==> src/rtl/assert_macros.svh <==
// assertion helpers for the index translator
`ifndef ASSERT_MACROS_SVH
`define ASSERT_MACROS_SVH

// implication checked on every rising clock edge outside reset
`define ASSERT_IMPLY(label, clk, rst_n, ante, cons, msg) \
    label: assert property (@(posedge clk) disable iff (!rst_n) (ante) |-> (cons)) \
        else $error(msg);

// implication whose consequent is checked in the cycle after the antecedent
`define ASSERT_NEXT(label, clk, rst_n, ante, cons, msg) \
    label: assert property (@(posedge clk) disable iff (!rst_n) (ante) |=> (cons)) \
        else $error(msg);

`endif

==> src/rtl/gli_search_unit.sv <==
// ----------------------------------------------------------------------------
// gli_search_unit
// shared binary search step: narrows [lo, lo+len) by one compare per call
// ----------------------------------------------------------------------------
`default_nettype none

module gli_search_unit #(
    parameter int unsigned PosW = 13
) (
    input  wire logic [PosW-1:0] i_lo,
    input  wire logic [PosW-1:0] i_len,
    input  wire logic            i_go_right,
    output logic      [PosW-1:0] o_mid,
    output logic      [PosW-1:0] o_lo,
    output logic      [PosW-1:0] o_len
);

    logic [PosW-1:0] w_half;

    always_comb begin
        w_half = i_len >> 1;
        o_mid  = i_lo + w_half;
        if (i_go_right) begin
            o_lo  = o_mid + PosW'(1);
            o_len = i_len - w_half - PosW'(1);
        end else begin
            o_lo  = i_lo;
            o_len = w_half;
        end
    end

endmodule

`default_nettype wire

==> config.mk <==
export PLATFORM = sky130hd
export DESIGN_NAME = gli_search_unit
export DESIGN_NICKNAME = d
export VERILOG_FILES = /design/src/rtl/assert_macros.svh /design/src/rtl/gli_search_unit.sv
export SDC_FILE = /design/constraint.sdc
export NUM_CORES = 1
export LEC_CHECK = 0
export BUFFER_PORTS_ARGS = -buffer_cell sky130_fd_sc_hd__buf_2
export CORE_UTILIZATION = 45
export DETAILED_ROUTE_END_ITERATION = 16
export PLACE_DENSITY = 0.83
export SKIP_LAST_GASP = 1
export SLEW_MARGIN = 10
export SYNTH_ARGS = -nofsm -noshare
export SYNTH_HDL_FRONTEND = slang
export SYNTH_SLANG_ARGS = --single-unit
==> constraint.sdc <==
create_clock -name vclk -period 3.2
set_input_delay 0.48 -clock vclk [all_inputs]
set_output_delay 0.48 -clock vclk [all_outputs]
set_load 0.01 [all_outputs]
## After elaboration in Yosys (flattened, before gate mapping)

Cells that the tools add are included.

- Flip-flop bits (word level): 0
- Bits in latches: 0
- Memory bits (writable): 0
- ROM bits: 0
- Bits of input ports: 27
- Output and inout bits: 39
- Word-level logic and storage cells: 6
- Memories: 0

- Add/sub/neg operators: 4
- Multipliers: 0
- Divide/modulo/power cells: 0
- Order comparisons: 0
- Equal/unequal tests: 0
- Shifts and indexed selects: 0
- Muxes and demuxes: 2
- Bitwise gates (word level): 0
- Reductions and logical operators: 0

Operator list:

| kind | number |
|---|---|
| two-way mux 13 bit | 2 |
| adder 13 x 1 -> 13 bit, second input constant | 1 |
| adder 13 x 12 -> 13 bit | 1 |
| subtractor 13 x 1 -> 13 bit, second input constant | 1 |
| subtractor 13 x 12 -> 13 bit | 1 |

## Longest topological paths before layout

- Word-level depth: 3
- Depth in mapped cells: 11
- Gate-level depth less buffers: 11

## Worst setup path after synthesis

No wires, ideal clock.

- Kind: input to output
- From: input port i_lo[0]
- To: output port o_lo[12]
- Arrival: 2880 ps
- Data required time: 2720 ps
- Setup slack: -160 ps
- Stages: 11
- Path buffers: 0
- Path through: ha_1 inv_1 fa_1 nor2b_4 o31a_1 xor2_1 nor3b_2 nand4_2 nor4_2 mux2i_1 xnor2_1

- Word-level cells in the longest chain between the ends: 3

Ends and longest elaborated chain:

| element | line | source |
|---|---|---|
| start, declared | gli_search_unit.sv:10 | `input wire logic [PosW-1:0] i_lo,` |
| adder 13 x 12 -> 13 bit | gli_search_unit.sv:22 | `o_mid = i_lo + w_half;` |
| named net o_mid[4] | gli_search_unit.sv:13 | `output logic [PosW-1:0] o_mid,` |
| adder 13 x 1 -> 13 bit | gli_search_unit.sv:24 | `o_lo = o_mid + PosW'(1);` |
| two-way mux 13 bit | gli_search_unit.sv:23 | `if (i_go_right) begin` |
| end, declared | gli_search_unit.sv:14 | `output logic [PosW-1:0] o_lo,` |

The timed path passes the listed nets, and every way through them passes these cells.

## Worst setup path after layout

- From: input port i_len[1]
- To: output port o_lo[11]

- Word-level cells in the longest chain between the ends: 3

Ends and longest elaborated chain:

| element | line | source |
|---|---|---|
| start, declared | gli_search_unit.sv:11 | `input wire logic [PosW-1:0] i_len,` |
| adder 13 x 12 -> 13 bit | gli_search_unit.sv:22 |  |
| adder 13 x 1 -> 13 bit | gli_search_unit.sv:24 |  |
| two-way mux 13 bit | gli_search_unit.sv:23 |  |

Every way passes these cells.

==> tab_implementation.tex <==
\begin{tabular}{lr}
\hline
Metric & Value \\
\hline
\multicolumn{2}{l}{\textbf{Status}} \\
\quad Run status & finished, violations left \\
\quad Violations in the final reports & negative setup slack \\
\multicolumn{2}{l}{\textbf{Worst setup path}} \\
\quad Type of destination of the critical path & output port \\
\quad Worst-path cell chain & buf\_8, ha\_4, inv\_2, fa\_2, nor2b\_4, o2111ai\_4, a31oi\_4, o21ai\_2, o32a\_1, a2111oi\_4, xnor2\_1, a21oi\_2, buf\_2 \\
\quad Slowest stage cell, crit path & sky130\_fd\_sc\_hd\_\_fa\_2 \\
\quad Worst Path Arrival & 2.82 ns \\
\quad Launching element of the worst setup path & i\_len[1] \\
\quad Critical path fanouts, max & 3 \\
\quad CP Data Required Time & 2.72 ns \\
\quad Startpoint kind of the worst setup timing path & input pin \\
\quad Type of the setup path with the least slack & input pin to output port \\
\quad Critical path buffers and inverters & 3 \\
\quad Crit-path max cell delay & 0.41 ns \\
\quad Gate family responsible for the most delay along the worst path & compound AO/OA/AOI/OAI gates \\
\multicolumn{2}{l}{\textbf{Synth}} \\
\quad Area fraction in and, or, nand and nor cells after synthesis & 22.8\% \\
\quad Cell Area, Synth & 0.00172 mm2 \\
\quad Compound-Gate Fraction of Synth Area & 30.9\% \\
\quad Gate count of the mapped netlist & 251 \\
\quad Multiplexer share of the synthesized area & 2.33\% \\
\quad Fraction of the yosys area taken by sequential cells & 0\% \\
\quad Share of the synthesized netlist area taken by xor and xnor gates & 14.8\% \\
\quad Largest family of logic cells by synthesized area & compound AO/OA/AOI/OAI gates \\
\quad Yosys Warn Count & 0 \\
\quad Avg Cell Area, Syn & 6.85 um2 \\
\quad Syn Nets & 305 \\
\quad Adder-cell share of the synthesized area & 20.5\% \\
\quad Number of unique standard cell types used by synthesis & 53 \\
\multicolumn{2}{l}{\textbf{Power and ir drop}} \\
\quad Part of the total power dissipated in combinational logic & 100.0\% \\
\quad Switching fraction of total power & 52.4\% \\
\quad Power Dens Cells & 251 mW/mm2 \\
\quad IR Drop Worst-Case VDD & 0.000149 V \\
\quad LEAKAGE & 1.31 nW \\
\quad Reg power frac & 0\% \\
\quad Total chip power & 0.655 mW \\
\quad Power share of the clock group & 0\% \\
\quad Cell internal power dissipation & 0.312 mW \\
\quad Sw power & 0.343 mW \\
\multicolumn{2}{l}{\textbf{Layout}} \\
\quad Post-layout net count & 416 \\
\quad Non-filler instance count after layout & 408 \\
\quad Final core occ & 71.4\% \\
\quad Share of cells above drive strength 1 & 43.1\% \\
\quad Top library cells by usage in the layout, fill and taps aside & 64 x sky130\_fd\_sc\_hd\_\_buf\_2, 49 x sky130\_fd\_sc\_hd\_\_buf\_4, 29 x sky130\_fd\_sc\_hd\_\_inv\_1, 29 x sky130\_fd\_sc\_hd\_\_nor2\_1, 22 x sky130\_fd\_sc\_hd\_\_ha\_1 \\
\quad Diode count & 0 \\
\quad Num sequential & 0 \\
\quad Clock buf count & 0 \\
\quad Growth of design area from synthesis to finish & 51.9\% \\
\quad Most common cell after layout, fill and taps aside & sky130\_fd\_sc\_hd\_\_buf\_2 \\
\quad Area taken by flip-flops and latches & 0 um2 \\
\multicolumn{2}{l}{\textbf{Flow run}} \\
\quad Max-cap violations & 0 \\
\multicolumn{2}{l}{\textbf{Drt}} \\
\quad First DRT Iteration DRCs & 87 \\
\quad Mean routed wirelength per cell & 13.0 um \\
\quad Detailed Route WL & 5320 um \\
\quad Remaining antenna violation count & 0 \\
\quad Via-per-instance ratio & 5.27 \\
\quad First-pass iteration count of the detailed router & 4 \\
\quad DRC viols & 0 \\
\quad Via count & 2,151 \\
\multicolumn{2}{l}{\textbf{Global route}} \\
\quad Global-route wire length before repair & 8650 um \\
\quad Total congestion overflow after global routing & 0 \\
\quad Antenna violations before repair & 0 \\
\quad Vias in the first global route & 2,105 \\
\quad Maximum number of pins on one net before global-route repair & 46 \\
\quad Overall routing resource usage & 25.3\% \\
\multicolumn{2}{l}{\textbf{STA}} \\
\quad Final-report hold violation count & 0 \\
\quad Setup repair after global routing missed its margin & true \\
\quad Worst slew slack as a fraction of its limit & 70.9\% \\
\quad Max-slew violation count & 0 \\
\quad Final min period & 3.30 ns \\
\quad Setup-failing EPs final & 4 \\
\quad Worst path setup slack after routing & -0.102 ns \\
\quad Highest clock rate & 0.303 GHz \\
\quad Period utilisation layout & 103\% \\
\quad Slew @ Worst Pin & 0.437 ns \\
\multicolumn{2}{l}{\textbf{Floorplanning}} \\
\quad Num ports & 66 \\
\quad Floorplan Core Area & 0.00366 mm2 \\
\quad Starting Density & 47.0\% \\
\quad Die height & 63.8 um \\
\quad Placement row count & 22 \\
\quad Die ar. & 0.00407 mm2 \\
\quad Die Wd & 63.8 um \\
\multicolumn{2}{l}{\textbf{Hold path}} \\
\quad Depth of the worst hold-timing path & 3 \\
\quad Class of the most critical hold timing path & input pin to output port \\
\quad Worst min-delay path endpoint & o\_lo[12] \\
\quad Startpoint of the tightest hold check path & i\_lo[12] \\
\multicolumn{2}{l}{\textbf{Place}} \\
\quad IO Port Bufs & 66 \\
\quad Post-Place Worst Slack & -0.288 ns \\
\quad Routability Congestion & 0.869 \\
\quad Placed insts & 405 \\
\quad Final HPWL from detailed placement & 4210 um \\
\multicolumn{2}{l}{\textbf{Clock network}} \\
\quad Count of hold buffers inserted by post-cts repair & 0 \\
\hline
\end{tabular}
synth_stat cells, drive strengths merged (3+ instances only):
| cell type | count | share of area [%] |
|---|---|---|
| o21ai | 16 | 5.1 |
| a21oi | 27 | 7.9 |
| mux2i | 4 | 2.3 |
| xnor2 | 19 | 9.7 |
| nand2 | 18 | 3.9 |
| a211oi | 4 | 2.0 |
| a31oi | 5 | 2.7 |
| nor3 | 6 | 1.7 |
| nand4 | 3 | 1.5 |
| nand3 | 4 | 1.2 |
| ha | 25 | 18 |
| o21bai | 3 | 1.3 |
| a21o | 4 | 1.7 |
| nor2 | 29 | 6.3 |
| buf | 4 | 1.5 |
| xor2 | 10 | 5.1 |
| inv | 31 | 6.8 |
| or2 | 3 | 1.1 |
how the worst max path moves through the flow:
| stage | to | slack, ns | cells past startpoint |
|---|---|---|---|
| after global routing | o_lo[12] | -0.22 | 13 |
| after CTS | o_lo[12] | -0.16 | 13 |
| final | o_lo[11] | -0.10 | 13 |
| after global placement | o_lo[11] | -0.23 | 13 |
| after detailed placement | o_lo[11] | -0.29 | 13 |
| after floorplan | o_lo[12] | 0.01 | 11 |
per-stage QoR:
stage / hold WS (ns) / cell area [um2] / setup TNS, ns
6_report: 1.25 / 2610 / -0.239
5_1_grt: 1.26 / 2610 / -1.10
4_1_cts: 1.25 / 2540 / -0.269
3_3_place_gp: 1.25 / 2440 / -0.918
2_1_floorplan: 1.04 / 1740 / 0
3_5_place_dp: 1.25 / 2440 / -1.42
power by group through the flow:
| stage | combinational, mW | clock, mW | sequential [mW] |
|---|---|---|---|
| 2_1_floorplan | 0.371 | 0 | 0 |
| 3_3_place_gp | 0.588 | 0 | 0 |
| 3_5_place_dp | 0.600 | 0 | 0 |
| 4_1_cts | 0.627 | 0 | 0 |
| 5_1_grt | 0.715 | 0 | 0 |
| 6_report | 0.655 | 0 | 0 |
area by class of cell:
class | instances | area [um2]
Fill cell | 325 | 1050
Tap cell | 48 | 60.1
Inverter | 31 | 116
Multi-Input combinational cell | 214 | 1720
Timing Repair Buffer | 115 | 714
cell families after synthesis:
kind of cell	after synthesis
and+or+nand+nor	78
xor gates and xnor gates	29
muxes	4
AOI/OAI and AO/OA	76
adders and majority gates	27
buffers and inverters	37
metal layers:
| metal | part of all wire [%] | GRT usage [%] | vias up |
|---|---|---|---|
| met1 | 43 | 29.4 | 976 |
| li1 | - | - | 1110 |
| met3 | 3.0 | 0.357 | 6 |
| met5 | 0 | 0 | - |
| met4 | 1.1 | 3.13 | 0 |
| met2 | 53 | 51.5 | 59 |
repair_timing:
action	CTS	global route
gates resized for setup	21	13
pin swaps	16	7
setup buffers	2	1
setup endpoints to repair	9	10
Power figures use the tool's default switching activity.
